--- src/rtl/core/kmc_pkg.sv ---
package kmc_pkg;

	// Default sizes of the stores
	localparam int MAX_POINTS_DEF   = 1024;
	localparam int MAX_DIMS_DEF     = 8;
	localparam int MAX_CLUSTERS_DEF = 8;

	// Configuration port
	localparam int CFG_IDX_W = 3;
	localparam int CFG_W     = 16;

	localparam logic [CFG_IDX_W-1:0] CFG_NUM_POINTS     = 3'd0;
	localparam logic [CFG_IDX_W-1:0] CFG_NUM_DIMS       = 3'd1;
	localparam logic [CFG_IDX_W-1:0] CFG_NUM_CLUSTERS   = 3'd2;
	localparam logic [CFG_IDX_W-1:0] CFG_MAX_ITERATIONS = 3'd3;
	localparam logic [CFG_IDX_W-1:0] CFG_USE_GIVEN_INIT = 3'd4;

	localparam logic [10:0] NUM_POINTS_RST     = 11'd1024;
	localparam logic [3:0]  NUM_DIMS_RST       = 4'd8;
	localparam logic [3:0]  NUM_CLUSTERS_RST   = 4'd8;
	localparam logic [15:0] MAX_ITERATIONS_RST = 16'd200;

	typedef enum logic [1:0] {
		CMD_LOAD  = 2'd0,
		CMD_INDEX = 2'd1,
		CMD_START = 2'd2
	} cmd_t;

	// Operations broadcast to every cell
	typedef enum logic [1:0] {
		BUS_NOP,
		BUS_CLR,
		BUS_ADD,
		BUS_WR
	} bus_op_t;

	typedef struct packed {
		bus_op_t op;
		logic    inc;
	} bus_ctl_t;

	// Control part of a coordinate travelling down the chain
	typedef struct packed {
		logic valid;
		logic last;
		logic fin;
		logic best_v;
	} tok_ctl_t;

	typedef enum logic [3:0] {
		ST_IDLE,
		ST_SEED,
		ST_SEED_END,
		ST_CLR,
		ST_STREAM,
		ST_DRAIN,
		ST_DIV_ISSUE,
		ST_DIV_WAIT,
		ST_DIV_WB,
		ST_OUT
	} state_t;

	// Index width, never below one bit
	function automatic int idx_w(input int n);
		return (n > 1) ? $clog2(n) : 1;
	endfunction

endpackage

--- src/rtl/core/kmc_cell.sv ---
module kmc_cell #(
	parameter int MAX_DIMS = 8,
	parameter int CELL_ID  = 0,
	parameter int CIW      = 3,
	parameter int DIW      = 3,
	parameter int DSTW     = 69,
	parameter int SW       = 43,
	parameter int NW       = 11
) (
	input  logic                 clk,
	input  logic                 arst_n,
	input  logic                 en,
	input  kmc_pkg::tok_ctl_t    tin_ctl,
	input  logic signed [31:0]   tin_val,
	input  logic [DIW-1:0]       tin_d,
	input  logic [DSTW-1:0]      tin_dist,
	input  logic [CIW-1:0]       tin_idx,
	output kmc_pkg::tok_ctl_t    tout_ctl,
	output logic signed [31:0]   tout_val,
	output logic [DIW-1:0]       tout_d,
	output logic [DSTW-1:0]      tout_dist,
	output logic [CIW-1:0]       tout_idx,
	input  kmc_pkg::bus_ctl_t    bus_ctl,
	input  logic [CIW-1:0]       bus_c,
	input  logic [DIW-1:0]       bus_d,
	input  logic signed [31:0]   bus_val,
	output logic signed [31:0]   cen_rd,
	output logic signed [SW-1:0] sum_rd,
	output logic [NW-1:0]        cnt_rd
);

	logic signed [31:0]   cen_q [MAX_DIMS];
	logic signed [SW-1:0] sum_q [MAX_DIMS];
	logic [NW-1:0]        cnt_q;

	logic [DIW-1:0]       cen_addr;
	logic signed [31:0]   cen_sel;
	logic signed [32:0]   diff;
	logic [32:0]          mag;
	logic [65:0]          prod;

	kmc_pkg::tok_ctl_t    ctl_s1;
	logic signed [31:0]   val_s1;
	logic [DIW-1:0]       d_s1;
	logic [DSTW-1:0]      dist_s1;
	logic [CIW-1:0]       idx_s1;
	logic [64:0]          sq_s1;

	logic [DSTW-1:0]      acc_q;
	logic [DSTW-1:0]      dnow;
	logic                 win;

	kmc_pkg::tok_ctl_t    ctl_s2;
	logic signed [31:0]   val_s2;
	logic [DIW-1:0]       d_s2;
	logic [DSTW-1:0]      dist_s2;
	logic [CIW-1:0]       idx_s2;

	// Single read address: the travelling coordinate, else the broadcast one
	assign cen_addr = tin_ctl.valid ? tin_d : bus_d;
	assign cen_sel  = cen_q[cen_addr];
	assign cen_rd   = cen_sel;
	assign sum_rd   = sum_q[bus_d];
	assign cnt_rd   = cnt_q;

	// Stage 1: squared difference of one coordinate
	assign diff = $signed({tin_val[31], tin_val}) - $signed({cen_sel[31], cen_sel});
	assign mag  = diff[32] ? (~diff + 33'd1) : diff;
	assign prod = mag * mag;

	always_ff @(posedge clk or negedge arst_n) begin
		if (!arst_n) begin
			ctl_s1 <= '0;
		end else begin
			ctl_s1 <= tin_ctl;
		end
	end

	always_ff @(posedge clk) begin
		val_s1  <= tin_val;
		d_s1    <= tin_d;
		dist_s1 <= tin_dist;
		idx_s1  <= tin_idx;
		sq_s1   <= prod[64:0];
	end

	// Stage 2: accumulate over the point, compete on its last coordinate
	assign dnow = ((d_s1 == '0) ? '0 : acc_q) + DSTW'(sq_s1);
	assign win  = en && ctl_s1.valid && ctl_s1.last && (!ctl_s1.best_v || dnow < dist_s1);

	always_ff @(posedge clk or negedge arst_n) begin
		if (!arst_n) begin
			ctl_s2 <= '0;
		end else begin
			ctl_s2 <= '{valid: ctl_s1.valid, last: ctl_s1.last, fin: ctl_s1.fin,
				best_v: ctl_s1.best_v | win};
		end
	end

	always_ff @(posedge clk) begin
		if (ctl_s1.valid) begin
			acc_q <= dnow;
		end
		val_s2  <= val_s1;
		d_s2    <= d_s1;
		dist_s2 <= win ? dnow : dist_s1;
		idx_s2  <= win ? CIW'(CELL_ID) : idx_s1;
	end

	assign tout_ctl  = ctl_s2;
	assign tout_val  = val_s2;
	assign tout_d    = d_s2;
	assign tout_dist = dist_s2;
	assign tout_idx  = idx_s2;

	// Broadcast operations on centroid, sums and member count
	always_ff @(posedge clk) begin
		unique case (bus_ctl.op)
			kmc_pkg::BUS_CLR: begin
				for (int i = 0; i < MAX_DIMS; i++) begin
					sum_q[i] <= '0;
				end
				cnt_q <= '0;
			end
			kmc_pkg::BUS_ADD: begin
				if (bus_c == CIW'(CELL_ID)) begin
					sum_q[bus_d] <= sum_q[bus_d] + SW'(bus_val);
					if (bus_ctl.inc) begin
						cnt_q <= cnt_q + 1'b1;
					end
				end
			end
			kmc_pkg::BUS_WR: begin
				if (bus_c == CIW'(CELL_ID)) begin
					cen_q[bus_d] <= bus_val;
				end
			end
			default: begin
			end
		endcase
	end

endmodule

--- config.mk ---
export PLATFORM = sky130hd
export DESIGN_NAME = kmc_cell
export DESIGN_NICKNAME = d
export VERILOG_FILES = /design/src/rtl/core/kmc_pkg.sv /design/src/rtl/core/kmc_cell.sv
export SDC_FILE = /design/constraint.sdc
export NUM_CORES = 2
export LEC_CHECK = 0
export BUFFER_PORTS_ARGS = -buffer_cell sky130_fd_sc_hd__buf_2
export CAP_MARGIN = 20
export CORE_ASPECT_RATIO = 2
export CORE_UTILIZATION = 45
export DETAILED_ROUTE_END_ITERATION = 6
export PLACE_DENSITY_LB_ADDON = 0.2
export SLEW_MARGIN = 10
export SYNTH_ARGS = -nofsm -noshare
export SYNTH_HDL_FRONTEND = slang
export SYNTH_SLANG_ARGS = --single-unit
--- constraint.sdc ---
create_clock -name clk -period 14 [get_ports clk]
set_input_delay 3.5 -clock clk [delete_from_list [all_inputs] [get_ports clk]]
set_output_delay 3.5 -clock clk [all_outputs]
set_load 0.01 [all_outputs]
==> flow_summary.yaml <==
grt:
  grt_pass1_vias: 62100
  antenna_found_initial: 13
  overflow: 0
  grt_start_max_net_pins: 97
  grt_util_all_layers_pct: 31.6
  grt_pass1_wl_um: 374000
worst_setup_path:
  worstSetupPathType: "input pin to register"
  max_stage_delay_ps: 580
  cpMostUsedCell: "fa_1"
  crit_start: "tin_ctl[3]"
  cp-start-kind: "input pin"
  crit_slowest_cell: "fa_2"
  critPathArrivalTime_ps: 15600
  r2r-start: "cen_q[7][0]$_DFFE_PP_"
  r2r_slack_ps: 2120
  required_ps: 14660
  cp-end-kind: "register"
  path_max_fanout: 13
finish:
  layout-drive-gt1-share_pct: 23.4
  regArea_um2: 26200
  fill_cells: 14200
  multi_input_area_um2: 43100
  final_cells: 10300
  postLayoutCoreUtil_pct: 55.8
  layout.nets: 9575
  synthToLayoutAreaGrowth_pct: 23.1
job:
  cap_violations: 0
synthesis:
  synthArstFlopShare_pct: 0.828
  synth_seq_cells: 966
  synth.area.top_cells: "edfxtp_1, fa_1, ha_1, dfxtp_1, inv_1"
  synthesis.area_um2: 72700
  yosysUniqueCellTypes: 94
  ys_warn_count: 0
  yosys.area.top_type: "edfxtp_1"
  postSynthCellCount: 6888
  yosys.area.top_type_share_pct: 28.1
  syn_area_per_cell_um2: 10.6
  synth_edf_count: 680
  seq_area_frac_synth_pct: 36.0
  ys.flop_type: "edfxtp_1"
sta:
  worstMarginPinSlew_ps: 971
  relSlewSlack_pct: 34.8
  hold_violations: 0
  skew_ps: 59.5
  setup_viol: 34
  slew_violations: 0
  tns_ps: -17760
  fmax_ghz: 0.0669
  final.period_utilization_pct: 107
  rsz0062_at_grt: "yes"
  fin_hold_ws_ps: 312
  finalWorstSetupSlack_ps: -940
  min_period_ps: 14940
clock_network:
  insertion_delay_ps: 740
  cts_buffer_depth: 3
  cts_tree: "built"
  root_buffer: "clkbuf_16"
  postCtsHoldBufs: 0
  htree_num_levels: 3
  cts_buffers: 87
  clkSinkCount: 966
  clkSlewWorstSetupHoldPaths_ps: 70
hold_path:
  worstHoldStart: "val_s1[29]$_DFF_P_"
  holdCritPathClass: "register to register"
route:
  num_vias: 56300
  viasPerCell: 5.47
  drtIter0Drc: 3091
  route.detailed.drc: 0
  wl_per_cell_um: 24.8
  routed_wl_um: 255000
  drt_pass1_iterations: 6
  drtAntennaViolNets: 0
floorplanning:
  core_um2: 160000
  start_util_pct: 45.3
  die_x_um: 286
  design.portCount: 352
  dieArea_um2: 163000
  die_y_um: 570
  core.rowCount: 208
status:
  outcome: "complete, but fails checks"
  violations: "setup timing"
place:
  dp_hpwl_um: 194000
  io_buffers: 351
  place.gp.congestion: 1.02
  dp.cells: 10000
cell families (layout without fill, tap and decap cells):
group,after synthesis,after routing,share of synthesized area [%]
other cells,2,31,0.0103
mux,66,67,1.31
compound gates,1010,1011,9.34
buf+inv,1457,2712,7.58
xor+xnor,256,257,3.12
simple gates,1801,1801,10.8
flops,966,966,36.0
fa+ha+maj,1330,1330,31.8
per-layer routing:
metal	GRT usage, %	up-vias	wire, um
li1	-	24900	-
met5	0	-	68
met3	6.08	1077	15100
met4	30.8	10	30100
met1	27.3	28000	73800
met2	59.0	2201	136000
cell usage after synthesis (all sizes together), types with 25 or more instances:
| cell type | n |
|---|---|
| dfxtp | 278 |
| xnor2 | 180 |
| nand4 | 78 |
| nor2b | 31 |
| xor2 | 76 |
| and3 | 25 |
| nand2 | 596 |
| a31oi | 64 |
| nand2b | 29 |
| nor3 | 52 |
| buf | 41 |
| a21o | 156 |
| a22oi | 175 |
| a21oi | 193 |
| o21a | 34 |
| ha | 462 |
| a211oi | 60 |
| clkbuf | 222 |
| o21bai | 26 |
| mux2i | 32 |
| edfxtp | 680 |
| o21ai | 169 |
| fa | 863 |
| and2 | 125 |
| inv | 1188 |
| nor2 | 739 |
| nand3 | 51 |
registers in the layout (all words and copies together) (netlist names), 4 cells and up:
signal	cells
cen_q	256
cnt_rd	11
acc_q	69
tout_val	32
tout_ctl	4
tout_dist	69
sum_q	344
val_s1	32
ctl_s1	4
sq_s1	64
dist_s1	69
repair_timing:
item                       in CTS  in global routing
pin swaps                      45                 67
cloned                          3                  3
resized for setup             123                176
setup endpoints to repair      38                 45
setup buffers                  51                 41
critical path: cells and delay by family:
| kind | cells | cell delay (ps) |
|---|---|---|
| AOI/OAI and AO/OA | 13 | 2570 |
| muxes | 1 | 180 |
| adders and majority gates | 11 | 4890 |
| and+or+nand+nor | 13 | 2360 |
| xor gates and xnor gates | 3 | 660 |
| buffers and inverters | 12 | 1400 |
layout by cell type, fill, tap and decap left out, types with 29 or more instances in the layout:
cell type,synthesis,final
a31oi_1,64,58
edfxtp_1,680,680
nor3_1,52,44
and2_1,106,104
nand3_1,51,45
o21ai_0,162,149
buf_12,0,43
fa_2,0,47
nand2_1,595,563
inv_2,18,30
xnor2_1,179,156
a21o_1,156,156
a22oi_1,175,174
nand4_1,78,78
nand2b_1,29,29
inv_1,1170,1154
a211oi_1,60,52
nor2b_1,31,29
ha_1,462,436
buf_4,4,930
dfxtp_1,278,278
o21a_1,34,33
buf_6,0,31
clkbuf_16,0,95
a21oi_1,193,167
fa_1,863,816
nor2_1,739,701
xor2_1,74,60
buf_2,23,348
area by class of cell:
class | count | area share (%)
clock buffer | 111 | 2.77
timing repair buffer | 1355 | 11.2
inverter | 1194 | 5.03
tap | 2100 | 2.94
clock inverter | 52 | 0.671
multi-input combinational | 4491 | 48.1
antenna | 6 | 0.0168
sequential | 966 | 29.3
stage by stage:
step / cell area [um^2] / worst slack (ps)
after floorplan: 73600 / -1000
after global placement: 84300 / -1820
after detailed placement: 84300 / -1870
after CTS: 88400 / -782
after global routing: 89500 / -1370
final: 89500 / -940
path summary, 6_finish.rpt:
kind                                              to  cells after the start
worst min-delay path            tout_val[29]$_DFF_P_                      0
max in group asynchronous        ctl_s1[3]$_DFF_PN0_                      1
worst max-delay path               sq_s1[63]$_DFF_P_                     53
worst max register to register     sq_s1[63]$_DFF_P_                     49
min in group asynchronous        ctl_s1[0]$_DFF_PN0_                      1
worst min register to register  tout_val[29]$_DFF_P_                      0
Power is left out: the tool's default activity adds up to more than one toggle a clock period on the data nets, which glitch-free logic cannot reach.
