**config.mk**
```make
export PLATFORM = sky130hd
export DESIGN_NAME = kmc_div
export DESIGN_NICKNAME = d
export VERILOG_FILES = /design/src/rtl/core/kmc_div.sv
export SDC_FILE = /design/constraint.sdc
export NUM_CORES = 1
export LEC_CHECK = 0
export BUFFER_PORTS_ARGS = -buffer_cell sky130_fd_sc_hd__buf_4
export CORE_UTILIZATION = 40
export CTS_BUF_LIST = sky130_fd_sc_hd__clkbuf_2 sky130_fd_sc_hd__clkbuf_4 sky130_fd_sc_hd__clkbuf_8
export CTS_CLUSTER_SIZE = 16
export DETAILED_ROUTE_END_ITERATION = 8
export SLEW_MARGIN = 20
export SYNTH_ARGS = -nofsm -noshare
export SYNTH_HDL_FRONTEND = slang
export SYNTH_SLANG_ARGS = --single-unit
```
**constraint.sdc**
```tcl
create_clock -name clk -period 3.3 [get_ports clk]
set_input_delay 0.825 -clock clk [delete_from_list [all_inputs] [get_ports clk]]
set_output_delay 0.825 -clock clk [all_outputs]
set_load 0.02 [all_outputs]
```
**src/rtl/core/kmc_div.sv**
```systemverilog
module kmc_div #(
	parameter int SW = 43,
	parameter int NW = 11
) (
	input  logic                 clk,
	input  logic                 arst_n,
	input  logic                 start,
	input  logic signed [SW-1:0] num,
	input  logic [NW-1:0]        den,
	output logic                 done,
	output logic signed [SW-1:0] quo
);

	localparam int SCW = $clog2(SW + 1);

	logic [SCW-1:0] step_q;
	logic           busy_q;
	logic           done_q;
	logic [SW-1:0]  q_q;
	logic [NW-1:0]  rem_q;
	logic [NW-1:0]  den_q;
	logic           neg_q;
	logic [NW:0]    trial;
	logic           ge;
	logic [NW:0]    diff;

	// One quotient bit a cycle, restoring
	assign trial = {rem_q, q_q[SW-1]};
	assign ge    = trial >= {1'b0, den_q};
	assign diff  = trial - {1'b0, den_q};

	always_ff @(posedge clk or negedge arst_n) begin
		if (!arst_n) begin
			busy_q <= 1'b0;
			done_q <= 1'b0;
			step_q <= '0;
		end else begin
			done_q <= 1'b0;
			if (start) begin
				busy_q <= 1'b1;
				step_q <= SCW'(SW);
			end else if (busy_q) begin
				step_q <= step_q - 1'b1;
				if (step_q == SCW'(1)) begin
					busy_q <= 1'b0;
					done_q <= 1'b1;
				end
			end
		end
	end

	always_ff @(posedge clk) begin
		if (start) begin
			q_q   <= num[SW-1] ? SW'(-num) : num;
			rem_q <= '0;
			den_q <= den;
			neg_q <= num[SW-1];
		end else if (busy_q) begin
			q_q   <= {q_q[SW-2:0], ge};
			rem_q <= ge ? diff[NW-1:0] : trial[NW-1:0];
		end
	end

	// Truncate toward zero: divide magnitudes, then restore the sign
	assign quo  = neg_q ? -$signed(q_q) : $signed(q_q);
	assign done = done_q;

endmodule

```
==> results of run 1 <==
## registers in the layout, summed over array words and instances (netlist names)
name and cells:
neg_q 1, den_q 11, step_q 6, busy_q 1, q_q 43, done 1, rem_q 11
## cells in the final DEF, fill, tap and decap left out, types with 12 or more instances in the layout
cell,netlist,routed
nor3_1,12,12
xnor2_1,55,44
nand2b_1,14,14
a21oi_1,50,50
xor2_1,35,35
nor2_1,68,68
o21ai_0,26,24
nand2_1,26,24
buf_4,1,155
edfxtp_1,55,55
o31ai_1,20,14
inv_1,22,22
ha_1,15,15
## how the worst max path moves through the flow
stage	endpoint	slack (ps)	depth (start not counted)
finish	quo[42]	-760	7
global route	quo[36]	-870	8
CTS	quo[42]	-780	7
detailed placement	quo[38]	-420	8
global placement	quo[42]	-400	7
floorplan	quo[35]	-390	7
## final cells by class
| class | count | area, um^2 | area share (%) |
|---|---|---|---|
| Timing Repair Buffer | 158 | 1200 | 16.8 |
| Tap cell | 172 | 215 | 3.01 |
| Multi-Input combinational cell | 444 | 3390 | 47.3 |
| Inverter | 22 | 82.6 | 1.15 |
| Sequential cell | 74 | 2070 | 28.9 |
| Clock buffer | 9 | 124 | 1.73 |
| Clock inverter | 7 | 77.6 | 1.08 |
## synthesized netlist by cell type, types with 10 or more instances
cell type / count / share of area, %
dfxtp_1: 11 / 4.2
edfxtp_1: 55 / 31
nor3_1: 12 / 1.1
inv_1: 22 / 1.6
a21oi_1: 50 / 4.8
nand2b_1: 14 / 1.7
xnor2_1: 55 / 9.2
o21ai_1: 14 / 1.3
clkbuf_1: 23 / 1.6
ha_1: 15 / 3.6
nor2_1: 68 / 4.9
o31ai_1: 20 / 2.9
o41ai_1: 13 / 2.2
nand2_1: 26 / 1.9
xor2_1: 35 / 5.8
o21ai_0: 26 / 2.5
or4_1: 10 / 1.4
## where the power goes
part,internal (mW),switching (mW)
Combinational,0.741,0.811
Sequential,1.16,0.109
Clock,0.356,0.370
Total,2.25,1.29
## per-layer routing
layer / vias up / share of wire, %
met5: - / 0
met2: 119 / 47
met4: 0 / 1.0
met3: 10 / 4.7
met1: 2204 / 48
li1: 2350 / -
## stage by stage
stage / hold WS, ps / util [%]
after floorplan: 458 / -
after global placement: 476 / 52.3
after detailed placement: 482 / 52.3
after CTS: 244 / 54.3
after global routing: 241 / 56.3
final: 267 / 56.3
## kinds of logic (layout without fill, tap and decap cells)
kind of cell / Yosys count / after routing
xor gates and xnor gates: 90 / 90
AOI/OAI and AO/OA: 151 / 151
buffers and inverters: 49 / 196
adders and majority gates: 16 / 16
and+or+nand+nor: 177 / 177
muxes: 10 / 10
DFF: 74 / 74
## timing repair
action	in CTS	in global routing
endpoints found under the setup margin	29	29
setup buffers	1	3
resized for setup	9	39
pin swaps	3	17
cloned	0	0
==> impl_summary.md, run 1 <==
Critical path
Walking the worst path, the cells encountered are or4_4 -> or4_4 -> or4_4 -> or3_4 -> o41ai_4 -> xnor2_2 -> buf_4. STA classifies the critical path startpoint as a register. STA classifies the critical path endpoint as an output port. The number of cells on the worst reg-to-reg path is 10. The slowest stage cell on the critical path is or4_4.

In this run the worst path has a maximum fanout of 5. The critical path in this run is classified as reg2out. The worst endpoint data arrival time is 3240 ps. The cell occurring most often along the worst timing path is or4_4. Together, buffers and inverters on the worst path number 1. The worst setup slack for register-to-register paths is 210 ps.

The kind of cell with the highest combined delay on the critical path is simple AND/OR/NAND/NOR gates. The source of the critical timing path is q_q[15]. The data required time of the critical path is between 2000 and 2500 ps. The startpoint identified for the worst register-to-register timing path is q_q[42]. The delay of the slowest critical-path stage is 530 ps. In this run the critical register-to-register path is captured at rem_q[1].

Job
The count of maximum capacitance violations is 0.

Clock tree
CTS saw 74 sinks. Hold repair after CTS inserted 0 buffers. TritonCTS built the clock tree. The number of buffers on the longest clock path is 2. The total CTS buffers is 9. After clock tree synthesis, the clock-pin slew on the worst setup and hold paths is about 90 ps. The clock latency at the later pin of the worst-skew pair is around 350 ps. The clock root buffer is clkbuf_8. The level count of the clock H-tree is 3.

Global routing
Global routing used between 30% and 40% of the available met2 tracks. The first-pass GRT wire length is approximately 22,000 um. Global routing used 3.94% of the available met3 tracks. The number of antenna violations at the first check in global routing is 0. met2 is the most crowded layer. The pin count of the biggest net entering global routing is between 50 and 60. The global routing usage summed across all routing layers is roughly 21%. In the global route stage, met1 resource usage came out at 28.6%.

The via count of the first global-routing pass is 4,420. For this run the aggregate overflow at the end of global routing stands at 0.

Cells and area
The filler cell count is between 1,000 and 1,500. The finished layout cell area is approximately 7200 um^2. The final instance count without filler cells is ~890. The antenna diode instance count is 0. The final layout contains 782 nets. The proportion of layout cells with a drive suffix above 1 is between 30% and 40%.

The relative area change from synthesis to final layout is 36.0%.

Power
Power comes to ~3.5 mW. The leakage power figure is 2.87 nW. The peak supply drop is between 300 and 400 uV. Dividing total power by cell area gives a power density of 495 nW/um^2.

Place
The count of buffers added on input and output ports is 100. The cell count after placement is between 800 and 900. The setup slack at placement is -424 ps.

The global placement routability congestion is roughly 0.83. The half-perimeter wire length of the detailed placement result is approximately 10,000 um. The placed instances occupy a cell area of 6650 um^2.

Logic synthesis
The synthesized netlist devotes about 18% of its cell area to compound gates. The per-instance average area after synthesis is about 9.3 um^2. The post-synthesis async set-or-reset flop share is roughly 11%. Counting flops with a built-in enable in the synthesized netlist gives between 50 and 60. Counting flops and latches in the post-synthesis netlist gives 74.

The XOR/XNOR share of the synthesized area is 15.0%. The simple-gate share of the synthesized area is about 18%. Sequential cells were found to cover 39.4% of the synthesized design area. In this run the cell area of the synthesized design comes to approximately 5300 um^2. The multiplexer share of the synthesized area is under 10%. In the synthesized netlist, the number of instances is around 570. The number of nets in the synthesized netlist is 640. Of the total synthesized cell area, the portion taken by full adders, half adders and majority gates is roughly 3.9%. The number of warning messages in the yosys log is 0. The most used flip-flop cell after synthesis is edfxtp_1. The netlist uses 53 different library cells. The dominant combinational cell family by area after synthesis is compound AO/OA/AOI/OAI gates.

Timing
In the final timing run, aggregate negative setup slack is -12,560 ps. For the pin with the worst max-slew slack, the measured transition is between 900 and 1000 ps. Setup repair after global routing could not meet its margin everywhere. Measured against its own limit, the worst slew margin works out to a little over a third. In the post-route analysis, the smallest setup slack over all paths is -764 ps. Setup violations remaining at the end of the flow were counted as 25. The post-layout minimum cycle time is around 4000 ps.

The maximum clock frequency is 0.246 GHz. The worst-case clock skew is between 15 and 20 ps. Dividing the final minimum period by the clock period gives 123%.

The number of max-slew violations in the final report is 0. The final count of hold timing violations is 0.

Drt
Dividing the detail-routed via count by the number of cells gives about 5.3. The first detailed-routing pass ran for 5 iterations. In this run the remaining antenna-violating nets after routing total 0. The final route contains ~4,700 vias. For this block, the routed nets add up to around 14,000 um of wire.

The wire length per cell after detailed routing is between 15 and 20 um. The first routing iteration left just over 200 violations. The total DRC errors in the routed layout is 0.

Die
The die covers between 10,000 and 15,000 um^2. The initial standard-cell utilization of the core is between 40% and 50%. The floorplan die width is between 100 and 150 um. The placeable core area is around 13,000 um^2. In this run the count of I/O pins placed on the die edge is slightly above 100. The floorplan step set the die height to 117 um. The floorplan has 41 rows.

Status
The checks that failed: setup timing. The run finished, with violations left.

Min path
The class of the worst hold path is in2async.
No activity file was read; power rests on OpenSTA's default activity.
==> inputs of run 2 (changes only) <==
- RECOVER_POWER: unset -> 25
==> run 2 against run 1 <==
Effect of this change:
- the run ends with capacitance limit, slew limit, setup timing left
- core utilization shrank 0.14 points
- combinational power is essentially flat
- register-to-register slack got worse by 40 ps
- first-iteration DRC count is 7.3% higher
- sequential share of layout area up 0.071 points
- clock skew is 2.2 ps higher
- sequential cell count unchanged
- clock-buffer cell count unchanged
- maximum frequency is essentially flat
- global-route usage unchanged
==> impl_summary.md, run 2 (same netlist as run 1, synthesis figures left out) <==
Status
Status: complete, but fails checks (unchanged). Violations in the final reports: capacitance limit, slew limit, setup timing (was setup timing).

Critical path
The data required time of the critical path is 2470 ps (about the same). The peak fanout along the critical path is 5 (unchanged). The number of cells on the worst reg-to-reg path is 10 (unchanged). The reg-to-reg startpoint is q_q[42] (unchanged). The worst endpoint data arrival time is 3240 ps (about the same). The kind of start point of the critical path is a register (unchanged). The worst setup slack for register-to-register paths was 170 ps (was 210 ps). The critical path class is reg2out (unchanged).

The endpoint of the most critical register-to-register path is rem_q[1] (unchanged). The critical path endpoint category is an output port (unchanged).

Timing
The maximum clock frequency is 0.246 GHz (about the same). Setup repair after global routing missed its margin: yes (unchanged). The worst-case clock skew is 19.4 ps (was 17.2 ps). The post-layout minimum cycle time is 4060 ps (about the same). The slew at the pin closest to its max-slew limit came to 1760 ps (was 959 ps). The number of max-slew violations in the final report is 80 (was 0). The final count of hold timing violations was 0 (unchanged). The worst slew margin relative to its limit is -17.3% (was 36.1%).

The setup-violating endpoint count in the final report is 25 (unchanged). The final critical-path setup slack is -764 ps (about the same). The post-route fraction of the period consumed by the critical path is 123% (about the same).

Drt
The number of vias per cell after detailed routing is 5.28 (was 5.29). The count of routing violations after the opening detailed-route iteration came to 220 (was 205). The total DRC errors in the routed layout is 0 (unchanged). The number of vias in the routed layout is 4,674 (was 4,683). The wire length per cell after detailed routing is 15.4 um (about the same). The number of detailed-route iterations in the first pass is 5 (unchanged).

The number of nets with antenna violations after detailed routing is 0 (unchanged). The overall routed net length came to 13,700 um (about the same).

Clock tree
The clock tree from TritonCTS was built (unchanged). The clock root buffer is clkbuf_8 (unchanged). The number of buffers on the longest clock path is 2 (unchanged). The clock latency at the later pin of the worst-skew pair was 360 ps (was 350 ps). The total CTS buffers was 9 (unchanged). The level count of the clock H-tree is 3 (unchanged). The clock transition at the registers of the reported paths is 100 ps (was 90 ps). The count of clock tree sinks is 74 (unchanged).

Cells and area
The utilization after layout is 56.1% (was 56.3%). Most frequent cells in the layout: buf_4 (138), nor2_1 (68), edfxtp_1 (55), a21oi_1 (50), xnor2_1 (44) (was buf_4 (155), nor2_1 (68), edfxtp_1 (55), a21oi_1 (50), xnor2_1 (44)). Biggest registers after layout: q_q (43), den_q (11), rem_q (11) (unchanged).

The flip-flop count of the largest register, all copies and words added is 43 (unchanged). The relative area change from synthesis to final layout is 35.7% (was 36.0%). The finished layout cell area is 7140 um^2 (was 7160 um^2).

The most flop-heavy register is q_q (unchanged). The filler cell count is 1,164 (was 1,160). The number of nets in the layout is 782 (unchanged). The leading cell type in the layout, fill and taps excluded is buf_4 (unchanged).

The final instance count without filler cells came to 886 (unchanged). The antenna diode instance count is 0 (unchanged). The proportion of layout cells with a drive suffix above 1 is 32.2% (was 32.8%).

Power
The total power per unit cell area is 496 nW/um^2 (was 495 nW/um^2). The overall power of the completed layout is 3.54 mW (about the same). The peak supply drop is 314 uV (was 313 uV). The leakage power figure is 2.85 nW (was 2.87 nW).

Global routing
The number of antenna violations at the first check in global routing is 0 (unchanged). The total global routing overflow was 0 (unchanged). The global routing usage summed across all routing layers is 20.8% (unchanged). The first-pass GRT wire length was 21,800 um (unchanged). The pin count of the biggest net entering global routing is 51 (unchanged). The via count of the first global-routing pass is 4,420 (unchanged).

Place
The half-perimeter wire length of the detailed placement result is 10,000 um (unchanged). The total of buffers placed on input and output ports is 100 (unchanged). The global placement routability congestion is 0.830 (unchanged). The placed cell area is 6650 um^2 (unchanged). The setup slack at placement was -424 ps (unchanged).

The cell count after placement is 866 (unchanged).

Die
The I/O pin count was 101 (unchanged). The y dimension of the die is 117 um (unchanged). The die outline area came to 13,600 um^2 (unchanged).

The initial standard-cell utilization of the core came to 41.4% (unchanged). The placeable core area is 12,700 um^2 (unchanged). The number of placement rows is 41 (unchanged). The floorplan die width is 117 um (unchanged).

Job
The count of maximum capacitance violations was 2 (was 0).

Min path
The class of the worst hold path is in2async (unchanged).
-- run 2: changes by cell type in the layout (fill, tap and decap cells not counted) --
| cell | change |
|---|---|
| clkbuf_1 | +4 |
| clkbuf_2 | +1 |
| buf_4 | -17 |
| clkbuf_4 | +12 |
-- run 2: worst max-delay path by stage --
stage,startpoint,to,slack [ps]
4_1_cts,q_q[24],quo[42],-780
3_3_place_gp,q_q[16],quo[42],-400
2_1_floorplan,q_q[16],quo[35],-390
3_5_place_dp,q_q[15],quo[38],-420
5_1_grt,q_q[16],quo[36],-870
6_report,q_q[15],quo[42],-760
-- run 2: metal layers --
metal | track usage [%] | up-vias | wire length [um]
met5 | 0 | - | 0
met4 | 4.89 | 0 | 139
met3 | 3.94 | 10 | 638
met2 | 33.8 | 110 | 6380
met1 | 28.6 | 2201 | 6510
li1 | - | 2353 | -
-- run 2: worst max-delay path, stage by stage, from the launching register on --
cell	delay [ps]
edfxtp_1	410
or4_4	530
or4_4	440
or4_4	490
or3_4	450
o41ai_4	260
xnor2_2	150
buf_4	160
-- run 2: final cells by class --
class                           count  area [um^2]  share of cell area [%]
Timing Repair Buffer              158         1180                    16.6
Tap cell                          172          215                    3.01
Clock buffer                        9          124                    1.73
Sequential cell                    74         2070                    29.0
Clock inverter                      7         77.6                    1.09
Inverter                           22         82.6                    1.16
Multi-Input combinational cell    444         3390                    47.4
-- run 2: metrics by stage --
step | setup TNS (ps) | hold WS (ps)
after floorplan | -3710 | 458
after global placement | -4370 | 476
after detailed placement | -4830 | 482
after CTS | -13620 | 244
after global routing | -15360 | 386
final | -12550 | 374
-- run 2: timing repair --
item                       in CTS  in global routing
pin swaps                       3                 17
setup endpoints to repair      29                 29
cloned                          0                  0
hold buffers                    0                  0
buffers inserted                1                  3
resized for setup               9                 39
-- run 2: where the power goes --
part | internal (mW) | switching, mW | leakage (nW) | total [mW]
clock network | 0.356 | 0.372 | 0.100 | 0.728
registers | 1.16 | 0.109 | 0.736 | 1.27
logic | 0.740 | 0.811 | 2.01 | 1.55
==> inputs of run 3 (changes only) <==
- SKIP_CTS_REPAIR_TIMING: unset -> 1
==> run 3 against run 2 <==
Effect of this change:
- the run still ends with capacitance limit, slew limit, setup timing left
- final cell count down 0.34%
- sequential share of layout area up 1.0 points
- global-route usage down 0.056 points
- combinational power down 3%
- sequential power about the same
- largest cell class unchanged
==> impl_summary.md, run 3 (same netlist as run 1, synthesis figures left out) <==
Critical path
The critical path endpoint category is an output port (unchanged). The delay of the slowest critical-path stage came to 550 ps (was 530 ps). The data required time of the critical path is 2470 ps (about the same). The worst setup slack for register-to-register paths is 180 ps (was 170 ps). The reg-to-reg startpoint is q_q[42] (unchanged). The slowest stage cell on the critical path is or4_4 (unchanged).

The kind of cell with the highest combined delay on the critical path is simple AND/OR/NAND/NOR gates (unchanged). The kind of start point of the critical path is a register (unchanged). The worst endpoint data arrival time is 3230 ps (was 3240 ps). Critical path, cell by cell: or4_4 -> or4_4 -> or4_4 -> or3_4 -> o41ai_4 -> xnor2_2 -> buf_4 (unchanged).

The combined buffer and inverter count along the critical path is 1 (unchanged). The critical path class is reg2out (unchanged). The cell occurring most often along the worst timing path is or4_4 (unchanged). The source of the critical timing path is q_q[24] (was q_q[15]).

The peak fanout along the critical path was 5 (unchanged).

Die
The die outline area is 13,600 um^2 (unchanged). The placeable core area is 12,700 um^2 (unchanged). The y dimension of the die is 117 um (unchanged). The I/O pin count is 101 (unchanged).

The number of placement rows is 41 (unchanged). The initial standard-cell utilization of the core came to 41.4% (unchanged). The floorplan die width is 117 um (unchanged).

Job
The count of maximum capacitance violations is 2 (unchanged).

Timing
Setup repair after global routing missed its margin: yes (unchanged). The slew at the pin closest to its max-slew limit is 1760 ps (about the same). The final-layout worst hold slack is 376 ps (was 374 ps).

The worst-case clock skew was 19.7 ps (was 19.4 ps). The setup-violating endpoint count in the final report is 29 (was 25). The post-layout minimum cycle time is 4050 ps (was 4060 ps).

The maximum clock frequency came to 0.247 GHz (was 0.246 GHz). The total negative slack for setup checks was -12,960 ps (was -12,550 ps). The final critical-path setup slack is -751 ps (was -764 ps).

The final count of hold timing violations is 0 (unchanged). The worst slew margin relative to its limit is -17.5% (was -17.3%). The post-route fraction of the period consumed by the critical path is 123% (about the same). The number of max-slew violations in the final report is 80 (unchanged).

Drt
The number of nets with antenna violations after detailed routing was 0 (unchanged). The uppermost layer routed is met4 (unchanged). The number of vias per cell after detailed routing is 5.27 (was 5.28).

The number of vias in the routed layout is 4,653 (was 4,674). The number of detailed-route iterations in the first pass is 4 (was 5). The total DRC errors in the routed layout came to 0 (unchanged). The met1 wire length is 6390 um (was 6510 um). The count of routing violations after the opening detailed-route iteration is 241 (was 220). The overall routed net length is 13,400 um (was 13,700 um). The total met3 wirelength after detailed routing is 590 um (was 638 um).

The wire length per cell after detailed routing is 15.2 um (was 15.4 um). The met2 wire length is 6320 um (was 6380 um).

Cells and area
The antenna diode instance count is 0 (unchanged). The proportion of layout cells with a drive suffix above 1 came to 29.0% (was 32.2%). Most frequent cells in the layout: buf_4 (137), nor2_1 (68), edfxtp_1 (55), a21oi_1 (50), xnor2_1 (45) (was buf_4 (138), nor2_1 (68), edfxtp_1 (55), a21oi_1 (50), xnor2_1 (44)). The final instance count without filler cells is 883 (was 886). The most flop-heavy register is q_q (unchanged). The relative area change from synthesis to final layout is 31.2% (was 35.7%). The number of nets in the layout is 779 (was 782). The filler cell count was 1,195 (was 1,164). The leading cell type in the layout, fill and taps excluded is buf_4 (unchanged). The flip-flop count of the largest register, all copies and words added is 43 (unchanged). The utilization after layout is 54.3% (was 56.1%). Biggest registers after layout: q_q (43), den_q (11), rem_q (11) (unchanged).

The finished layout cell area came to 6900 um^2 (was 7140 um^2).

Clock tree
The clock latency at the later pin of the worst-skew pair is 350 ps (was 360 ps). The total CTS buffers came to 9 (unchanged). The count of clock tree sinks is 74 (unchanged). The clock tree from TritonCTS is built (unchanged). The clock root buffer is clkbuf_8 (unchanged). The number of buffers on the longest clock path is 2 (unchanged). The clock transition at the registers of the reported paths is 100 ps (about the same). The level count of the clock H-tree is 3 (unchanged).

Min path
The class of the worst hold path was in2async (unchanged).

Global routing
The first-pass GRT wire length is 21,700 um (was 21,800 um). The global routing usage summed across all routing layers is 20.7% (was 20.8%). The total global routing overflow was 0 (unchanged). The pin count of the biggest net entering global routing was 51 (unchanged).

The via count of the first global-routing pass is 4,417 (was 4,420). The number of antenna violations at the first check in global routing was 0 (unchanged).

Place
The total of buffers placed on input and output ports was 100 (unchanged). The global placement routability congestion is 0.830 (unchanged). The half-perimeter wire length of the detailed placement result is 10,000 um (unchanged). The cell count after placement is 866 (unchanged).

The setup slack at placement was -424 ps (unchanged). The placed cell area is 6650 um^2 (unchanged).

Power
The leakage power figure is 2.75 nW (was 2.85 nW). The peak supply drop is 314 uV (about the same). The overall power of the completed layout is 3.50 mW (was 3.54 mW). The total power per unit cell area came to 507 nW/um^2 (was 496 nW/um^2).

Status
Violations in the final reports: capacitance limit, slew limit, setup timing (unchanged). Status: complete, but fails checks (unchanged).
[run 3: where the power goes]
part / internal, mW / switching, mW / total, mW / leakage (nW)
clock network: 0.356 / 0.370 / 0.726 / 0.100
logic: 0.724 / 0.786 / 1.51 / 1.91
registers: 1.16 / 0.107 / 1.26 / 0.736
total: 2.24 / 1.26 / 3.50 / 2.75
[run 3: layer usage]
metal  vias up  GRT usage, %
li1       2354             -
met1      2181          28.4
met2       110          33.7
met3         8          4.00
met4         0          4.89
met5         -             0
[run 3: final timing paths]
kind | end | cells past startpoint
setup / recovery | quo[42] | 7
hold / removal | step_q[3] | 1
setup reg to reg | rem_q[1] | 10
hold reg to reg | rem_q[10] | 2
max in group asynchronous | step_q[0] | 1
min in group clk | rem_q[10] | 2
[run 3: cell type report]
cell class	instances	area, um^2	area share [%]
clock buffers	9	124	1.79
clock inverters	7	77.6	1.12
inverters	22	82.6	1.20
multi-input cells	444	3180	46.0
flip-flops and latches	74	2070	30.0
well taps	172	215	3.12
repair buffers	155	1150	16.7
